<file path="src/sv/mcdbr_pkg.sv">
package mcdbr_pkg;

   localparam int OUT_BITS = 4;
   localparam int LEVEL_BITS = 4;

   localparam logic [1:0] MODE_EDGE = 2'd0;
   localparam logic [1:0] MODE_POLL = 2'd1;
   localparam logic [1:0] MODE_SET  = 2'd2;

   localparam logic [1:0] CSR_EDGE_LOCKOUT_US    = 2'd0;
   localparam logic [1:0] CSR_PRESS_LOCKOUT_MS   = 2'd1;
   localparam logic [1:0] CSR_RELAY_ACTIVE_LEVEL = 2'd2;

   localparam logic [31:0] EDGE_LOCKOUT_US_RESET  = 32'd50000;
   localparam logic [31:0] PRESS_LOCKOUT_MS_RESET = 32'd50;
   localparam logic        RELAY_ACTIVE_RESET     = 1'b1;

   typedef struct packed {
      logic [1:0]  mode;
      logic [3:0]  channel;
      logic        relay_on;
      logic [3:0]  button_levels;
      logic [31:0] time_us;
      logic [31:0] time_ms;
   } req_type;

   typedef struct packed {
      logic        press_valid;
      logic [1:0]  press_channel;
      logic [3:0]  relay_states;
      logic [3:0]  relay_levels;
   } rsp_type;

   typedef struct packed {
      logic [31:0] edge_lockout_us;
      logic [31:0] press_lockout_ms;
      logic        relay_active_level;
   } cfg_type;

   typedef struct packed {
      logic found;
   } scan_link_type;

endpackage

</file>
<file path="src/sv/multi_channel_button_debounce_relay.sv">
// Button debouncer and relay latch, one cell per channel.
// Request channel (req_valid/req_ready/req_data): each transfer carries a mode.
//   Edge: a falling edge on one channel, taken if the edge lockout in us has
//   passed since that channel's last taken edge; it marks a press pending.
//   Poll: channels are scanned from 0 upward; pending flags reached are
//   cleared, and the first one that is low and out of press lockout is reported.
//   Set: latches one relay on or off.
// Response channel (rsp_valid/rsp_ready/rsp_data): one transfer per request,
//   with the press found and the relay states and driven pin levels.
// Each result is registered in the output entry, or first in the skid entry if the output entry is held.
// Throughput: one request per cycle while req_ready is high; the cell row settles
//   all channels in the cycle of the transfer, the poll priority rippling through the row.
// A two-entry output stage holds results while rsp_ready is low; req_ready
//   drops only once both entries are full.
// Configuration (csr_*): lockouts and relay active level, written while idle.
// Reset: relays off, no pending presses, all time stamps zero, configuration
//   back to 50000 us, 50 ms and active high.
module multi_channel_button_debounce_relay #(
   parameter int CHANNELS = 4
) (
   input  logic               clock,
   input  logic               reset,
   input  logic               req_valid,
   output logic               req_ready,
   input  mcdbr_pkg::req_type req_data,
   output logic               rsp_valid,
   input  logic               rsp_ready,
   output mcdbr_pkg::rsp_type rsp_data,
   input  logic               csr_wr_en,
   input  logic [1:0]         csr_index,
   input  logic [31:0]        csr_wdata
);
   import mcdbr_pkg::*;

   cfg_type       cfg_ff;
   scan_link_type link [CHANNELS+1];
   logic [CHANNELS-1:0] hit;
   logic [CHANNELS-1:0] relay_next;
   logic [CHANNELS-1:0] relay_state;
   logic          fire;
   logic          take;
   rsp_type       result;
   logic [1:0]    press_channel;
   rsp_type       out_ff, skid_ff;
   logic          out_valid_ff, skid_valid_ff;

   assign fire = req_valid && req_ready;
   assign take = rsp_valid && rsp_ready;

   always_ff @(posedge clock) begin
      if (reset) begin
         cfg_ff.edge_lockout_us    <= EDGE_LOCKOUT_US_RESET;
         cfg_ff.press_lockout_ms   <= PRESS_LOCKOUT_MS_RESET;
         cfg_ff.relay_active_level <= RELAY_ACTIVE_RESET;
      end else if (csr_wr_en) begin
         case (csr_index)
            CSR_EDGE_LOCKOUT_US:    cfg_ff.edge_lockout_us    <= csr_wdata;
            CSR_PRESS_LOCKOUT_MS:   cfg_ff.press_lockout_ms   <= csr_wdata;
            CSR_RELAY_ACTIVE_LEVEL: cfg_ff.relay_active_level <= csr_wdata[0];
            default: begin
            end
         endcase
      end
   end

   assign link[0].found = 1'b0;

   for (genvar i = 0; i < CHANNELS; i++) begin : g_cell
      logic level;
      if (i < LEVEL_BITS) begin : g_level
         assign level = req_data.button_levels[i];
      end else begin : g_nolevel
         assign level = 1'b0;
      end
      mcdbr_cell #(
         .INDEX(i)
      ) u_cell (
         .clock       (clock),
         .reset       (reset),
         .fire        (fire),
         .req_data    (req_data),
         .level       (level),
         .cfg         (cfg_ff),
         .link_in     (link[i]),
         .link_out    (link[i+1]),
         .hit         (hit[i]),
         .relay_next  (relay_next[i]),
         .relay_state (relay_state[i])
      );
   end

   always_comb begin
      press_channel = '0;
      for (int i = 0; i < CHANNELS; i++) begin
         if (hit[i]) begin
            press_channel = press_channel | 2'(i);
         end
      end
   end

   for (genvar i = 0; i < OUT_BITS; i++) begin : g_out
      if (i < CHANNELS) begin : g_used
         assign result.relay_states[i] = relay_next[i];
         assign result.relay_levels[i] = relay_next[i] ? cfg_ff.relay_active_level
                                                       : ~cfg_ff.relay_active_level;
      end else begin : g_unused
         assign result.relay_states[i] = 1'b0;
         assign result.relay_levels[i] = 1'b0;
      end
   end

   assign result.press_valid   = link[CHANNELS].found;
   assign result.press_channel = press_channel;

   assign req_ready = !skid_valid_ff;

   always_ff @(posedge clock) begin
      if (reset) begin
         out_valid_ff  <= 1'b0;
         skid_valid_ff <= 1'b0;
      end else if (skid_valid_ff) begin
         if (take) begin
            skid_valid_ff <= 1'b0;
         end
      end else if (fire) begin
         if (!out_valid_ff || take) begin
            out_valid_ff <= 1'b1;
         end else begin
            skid_valid_ff <= 1'b1;
         end
      end else if (take) begin
         out_valid_ff <= 1'b0;
      end
   end

   always_ff @(posedge clock) begin
      if (skid_valid_ff) begin
         if (take) begin
            out_ff <= skid_ff;
         end
      end else if (fire) begin
         if (!out_valid_ff || take) begin
            out_ff <= result;
         end else begin
            skid_ff <= result;
         end
      end
   end

   assign rsp_valid = out_valid_ff;
   assign rsp_data  = out_ff;

`ifndef SYNTHESIS
   a_skid_needs_out: assert property (@(posedge clock) disable iff (reset)
      skid_valid_ff |-> out_valid_ff)
      else $error("skid entry held without output entry");

   a_single_hit: assert property (@(posedge clock) disable iff (reset)
      $onehot0(hit))
      else $error("poll reported more than one channel");

   a_relay_hold: assert property (@(posedge clock) disable iff (reset)
      !fire |=> $stable(relay_state))
      else $error("relay state changed without a transfer");

   a_channel_zero: assert property (@(posedge clock) disable iff (reset)
      rsp_valid && !rsp_data.press_valid |-> rsp_data.press_channel == 2'd0)
      else $error("press channel set without a press");
`endif

endmodule

</file>
<file path="src/sv/mcdbr_cell.sv">
module mcdbr_cell #(
   parameter int INDEX = 0
) (
   input  logic                    clock,
   input  logic                    reset,
   input  logic                    fire,
   input  mcdbr_pkg::req_type      req_data,
   input  logic                    level,
   input  mcdbr_pkg::cfg_type      cfg,
   input  mcdbr_pkg::scan_link_type link_in,
   output mcdbr_pkg::scan_link_type link_out,
   output logic                    hit,
   output logic                    relay_next,
   output logic                    relay_state
);
   import mcdbr_pkg::*;

   logic        relay_ff, relay_in;
   logic        pending_ff, pending_in;
   logic [31:0] last_edge_ff, last_edge_in;
   logic [31:0] last_press_ff, last_press_in;
   logic        chan_match;
   logic        edge_ok;
   logic        press_ok;
   logic [31:0] edge_delta;
   logic [31:0] press_delta;

   assign chan_match  = (req_data.channel == 4'(INDEX));
   assign edge_delta  = req_data.time_us - last_edge_ff;
   assign press_delta = req_data.time_ms - last_press_ff;
   assign edge_ok     = (edge_delta >= cfg.edge_lockout_us);
   assign press_ok    = (press_delta >= cfg.press_lockout_ms);

   always_comb begin
      relay_in      = relay_ff;
      pending_in    = pending_ff;
      last_edge_in  = last_edge_ff;
      last_press_in = last_press_ff;
      hit           = 1'b0;
      case (req_data.mode)
         MODE_EDGE: begin
            if (chan_match && edge_ok) begin
               last_edge_in = req_data.time_us;
               pending_in   = 1'b1;
            end
         end
         MODE_POLL: begin
            if (!link_in.found && pending_ff) begin
               pending_in = 1'b0;
               if (press_ok && !level) begin
                  hit           = 1'b1;
                  last_press_in = req_data.time_ms;
               end
            end
         end
         MODE_SET: begin
            if (chan_match) begin
               relay_in = req_data.relay_on;
            end
         end
         default: begin
         end
      endcase
   end

   assign link_out.found = link_in.found | hit;
   assign relay_next     = relay_in;
   assign relay_state    = relay_ff;

   always_ff @(posedge clock) begin
      if (reset) begin
         relay_ff      <= 1'b0;
         pending_ff    <= 1'b0;
         last_edge_ff  <= '0;
         last_press_ff <= '0;
      end else if (fire) begin
         relay_ff      <= relay_in;
         pending_ff    <= pending_in;
         last_edge_ff  <= last_edge_in;
         last_press_ff <= last_press_in;
      end
   end

endmodule

</file>
<file path="config.mk">
export PLATFORM = sky130hd
export DESIGN_NAME = multi_channel_button_debounce_relay
export DESIGN_NICKNAME = d
export VERILOG_FILES = /design/src/sv/mcdbr_pkg.sv /design/src/sv/multi_channel_button_debounce_relay.sv /design/src/sv/mcdbr_cell.sv
export SDC_FILE = /design/constraint.sdc
export NUM_CORES = 1
export LEC_CHECK = 0
export BUFFER_PORTS_ARGS = -buffer_cell sky130_fd_sc_hd__buf_2
export CAP_MARGIN = 15
export CORE_MARGIN = 2
export CORE_UTILIZATION = 55
export DETAILED_ROUTE_END_ITERATION = 10
export PLACE_DENSITY = 0.72
export SYNTH_ARGS = -nofsm -noshare
export SYNTH_HDL_FRONTEND = slang
export SYNTH_HIERARCHICAL = 1
export SYNTH_SLANG_ARGS = --single-unit
</file>
<file path="constraint.sdc">
create_clock -name clock -period 9.07 [get_ports clock]
set_input_delay 1.814 -clock clock [delete_from_list [all_inputs] [get_ports clock]]
set_output_delay 1.814 -clock clock [all_outputs]
set_load 0.01 [all_outputs]
</file>
==> flow_summary.json <==
{
  "outcome": "finished clean",
  "core_area_sq_um": 62970,
  "finalHoldViolations": 0,
  "via_per_inst": 5.654,
  "drive_gt1_share_pct": 7.797,
  "numCtsBuffers": 45,
  "fin_area_sq_um": 37840,
  "drt-total-wl_mm": 94.63,
  "yosys.area_share.simple_pct": 20.36,
  "worst_skew_pair.late_latency_ns": 0.60,
  "rsz0062_at_grt": "false",
  "regToRegStartpoint": "g_cell[0].u_cell/last_press_ff[2]$_SDFFE_PP0P_",
  "synth_top_family_by_area": "simple AND/OR/NAND/NOR gates",
  "max_freq_mhz": 120.0,
  "final_nets": 5015,
  "cp-endpoint": "g_cell[3].u_cell/last_press_ff[5]$_SDFFE_PP0P_",
  "post_drt_wl_per_cell_um": 17.95,
  "critPathMaxFanout": 32,
  "first_iter_violations": 2296,
  "drtPass1Iterations": 5,
  "clock-sinks": 353,
  "dr_total_vias": 29815,
  "ctsResizeCount": 0,
  "clk_path_buf_depth": 3,
  "min_period_over_period_pct": 91.86,
  "dpl.cell_count": 5186,
  "slowest_delay_ns": 0.40,
  "ctsHoldBuffers": 0,
  "critPathArrivalTime_ns": 8.85,
  "tns_ns": 0,
  "async_reset_ff_share_pct": 0,
  "track_usage_pct": 28.21,
  "yosysTopAreaCellShare_pct": 18.98,
  "cp.buffers_inverters": 4,
  "required_ns": 9.59,
  "grt_max_degree": 283,
  "synth_area_sq_um": 34900,
  "ios": 127,
  "die-area_sq_um": 65500,
  "dpl_cell_area_sq_um": 36140,
  "holdWs_ns": 0.4675,
  "ys.flop_type": "dfxtp_1",
  "fill_cells": 5636,
  "start_kind": "input pin",
  "die_x_um": 255.9,
  "grt_pass1_vias": 28102,
  "place_congestion": 0.9677,
  "reg2reg_slack_ns": 1.81,
  "yosysMostFrequentCell": "inv_1",
  "drc_errors": 0,
  "synth_area_leaders": "dfxtp_1 19%, ha_1 18%, nand2b_1 8.0%",
  "antenna_left": 0,
  "synth-seq-cells": 353,
  "synthCells": 4318,
  "cts_setup_buffers": 0,
  "slew_headroom_pct": 22.31,
  "synth_common_cells": "589 x inv_1, 504 x ha_1, 449 x nand2b_1",
  "skew_ns": 0.03038,
  "syn_to_final_growth_pct": 8.417,
  "instances_no_fill": 5273,
  "htreeDepth": 2,
  "numPortBuffers": 126,
  "muxShareOfSynthArea_pct": 7.840,
  "layout_min_cycle_time_ns": 8.331,
  "reg2reg_depth": 34,
  "slowest_stage": "fa_1",
  "power_density_nw_per_um2": 129.4,
  "synth.avg_cell_area_sq_um": 8.084,
  "critical_path_class": "in2reg",
  "grt_pass1_wl_mm": 150.2,
  "cp-end-kind": "flip-flop",
  "synth_compound_area_share_pct": 18.31,
  "cpLargestDelayFamily": "simple AND/OR/NAND/NOR gates",
  "p_total_mw": 4.896,
  "layout_setup_ws_ns": 0.7386,
  "num_rows": 92,
  "power_leakage_nw": 14.53,
  "pre_cts_slack_ns": 0.2532,
  "clkSlewWorstSetupHoldPaths_ns": 0.06,
  "fp.dieH_um": 255.9,
  "synth-xor-area-share_pct": 5.771,
  "cts_tree": "yes",
  "ys_seq_area_share_pct": 20.88,
  "synthDistinctLibCells": 109,
  "cp-startpoint": "req_data[0]",
  "grt_overflow_total": 0,
  "maxCapViolCount": 0,
  "reg2reg_to": "g_cell[3].u_cell/last_press_ff[5]$_SDFFE_PP0P_",
  "synth_edf_count": 22,
  "yosysWarnings": 6,
  "peakVddDrop_mv": 0.1334,
  "start_util_pct": 55.43,
  "synthAdderAreaFrac_pct": 18.53,
  "cp_num_cells": 36,
  "regArea_sq_um": 7287,
  "multi_input_area_sq_um": 24780,
  "slew_violations": 0,
  "worst_pin_slew_ns": 1.162,
  "post-route-util_pct": 60.10,
  "synth_area_leader_cell": "dfxtp_1",
  "antenna_found_initial": 2,
  "setup_viol": 0,
  "worstHoldPathType": "reg2reg",
  "dp_hpwl_mm": 74.48,
  "clock-root-buffer": "clkbuf_16"
}
worst min path at each step:
stage | startpoint | cells past startpoint | to | slack [ns]
finish | g_cell[2].u_cell/last_press_ff[14]$_SDFFE_PP0P_ | 2 | g_cell[2].u_cell/last_press_ff[14]$_SDFFE_PP0P_ | 0.47
global route | g_cell[0].u_cell/last_press_ff[19]$_SDFFE_PP0P_ | 2 | g_cell[0].u_cell/last_press_ff[19]$_SDFFE_PP0P_ | 0.49
CTS | g_cell[2].u_cell/last_press_ff[14]$_SDFFE_PP0P_ | 2 | g_cell[2].u_cell/last_press_ff[14]$_SDFFE_PP0P_ | 0.47
detailed placement | g_cell[2].u_cell/last_edge_ff[6]$_SDFFE_PP0P_ | 2 | g_cell[2].u_cell/last_edge_ff[6]$_SDFFE_PP0P_ | 0.46
global placement | g_cell[3].u_cell/last_press_ff[19]$_SDFFE_PP0P_ | 2 | g_cell[3].u_cell/last_press_ff[19]$_SDFFE_PP0P_ | 0.46
floorplan | g_cell[3].u_cell/pending_ff$_SDFFE_PP0P_ | 2 | g_cell[3].u_cell/pending_ff$_SDFFE_PP0P_ | 0.45
routing by layer:
metal	part of all wire (%)	up-vias	global-route usage, %
met1	45	13973	36.84
met3	4.9	148	3.357
met2	47	681	48.48
met5	0	-	0
met4	3.1	0	8.788
li1	-	15013	-
placed cells by master, fill, tap and decap left out, drive strengths merged, types with 26 or more instances in the layout:
cell type,instances
inv,593
ha,504
nand2b,449
a21oi,337
dfxtp,331
mux2i,261
nand2,254
nor2,196
xnor2,175
a21o,166
buf,144
o21ai,130
nand3,82
nor3,75
nand4,70
xor2,55
clkbuf,55
a211oi,38
o211ai,35
nor2b,34
o21bai,31
or2b,31
and3,30
o21a,26
a31oi,26
flip-flops by register name (all words and copies together), names as in the netlist, 4 cells and up:
name and flops:
g_cell.u_cell/pending_ff 4, rsp_data 11, skid_ff 11, g_cell.u_cell/last_press_ff 128
g_cell.u_cell/last_edge_ff 128, cfg_ff 65, g_cell.u_cell/relay_state 4
report_power, final:
group	internal, mW	total [mW]	switching (mW)
sequential	1.59	1.61	0.0264
clock	1.24	2.03	0.790
combinational	0.526	1.25	0.725
kinds of logic after synthesis:
logic type	Yosys count
and+or+nand+nor	1299
AOI/OAI and AO/OA	937
buffers and inverters	714
adders and majority gates	512
DFF	353
muxes	272
xor gates and xnor gates	230
other	1
area by class of cell:
| type | count | share of cell area (%) |
|---|---|---|
| multi-input cells | 3253 | 65.49 |
| flip-flops and latches | 353 | 19.26 |
| inverters | 592 | 5.872 |
| clock buffers | 55 | 3.290 |
| well taps | 846 | 2.797 |
| repair buffers | 144 | 2.169 |
| clock inverters | 28 | 1.111 |
| diodes | 2 | 0.01323 |
worst reg2reg max path: cells and delay by family (launching register included):
| kind | cells | cell delay [ns] |
|---|---|---|
| and+or+nand+nor | 14 | 2.45 |
| buffers and inverters | 2 | 0.33 |
| AOI/OAI and AO/OA | 14 | 3.06 |
| xor gates and xnor gates | 1 | 0.14 |
| DFF | 1 | 0.33 |
| adders and majority gates | 2 | 0.59 |
| muxes | 1 | 0.30 |
Power figures use the tool's default switching activity.
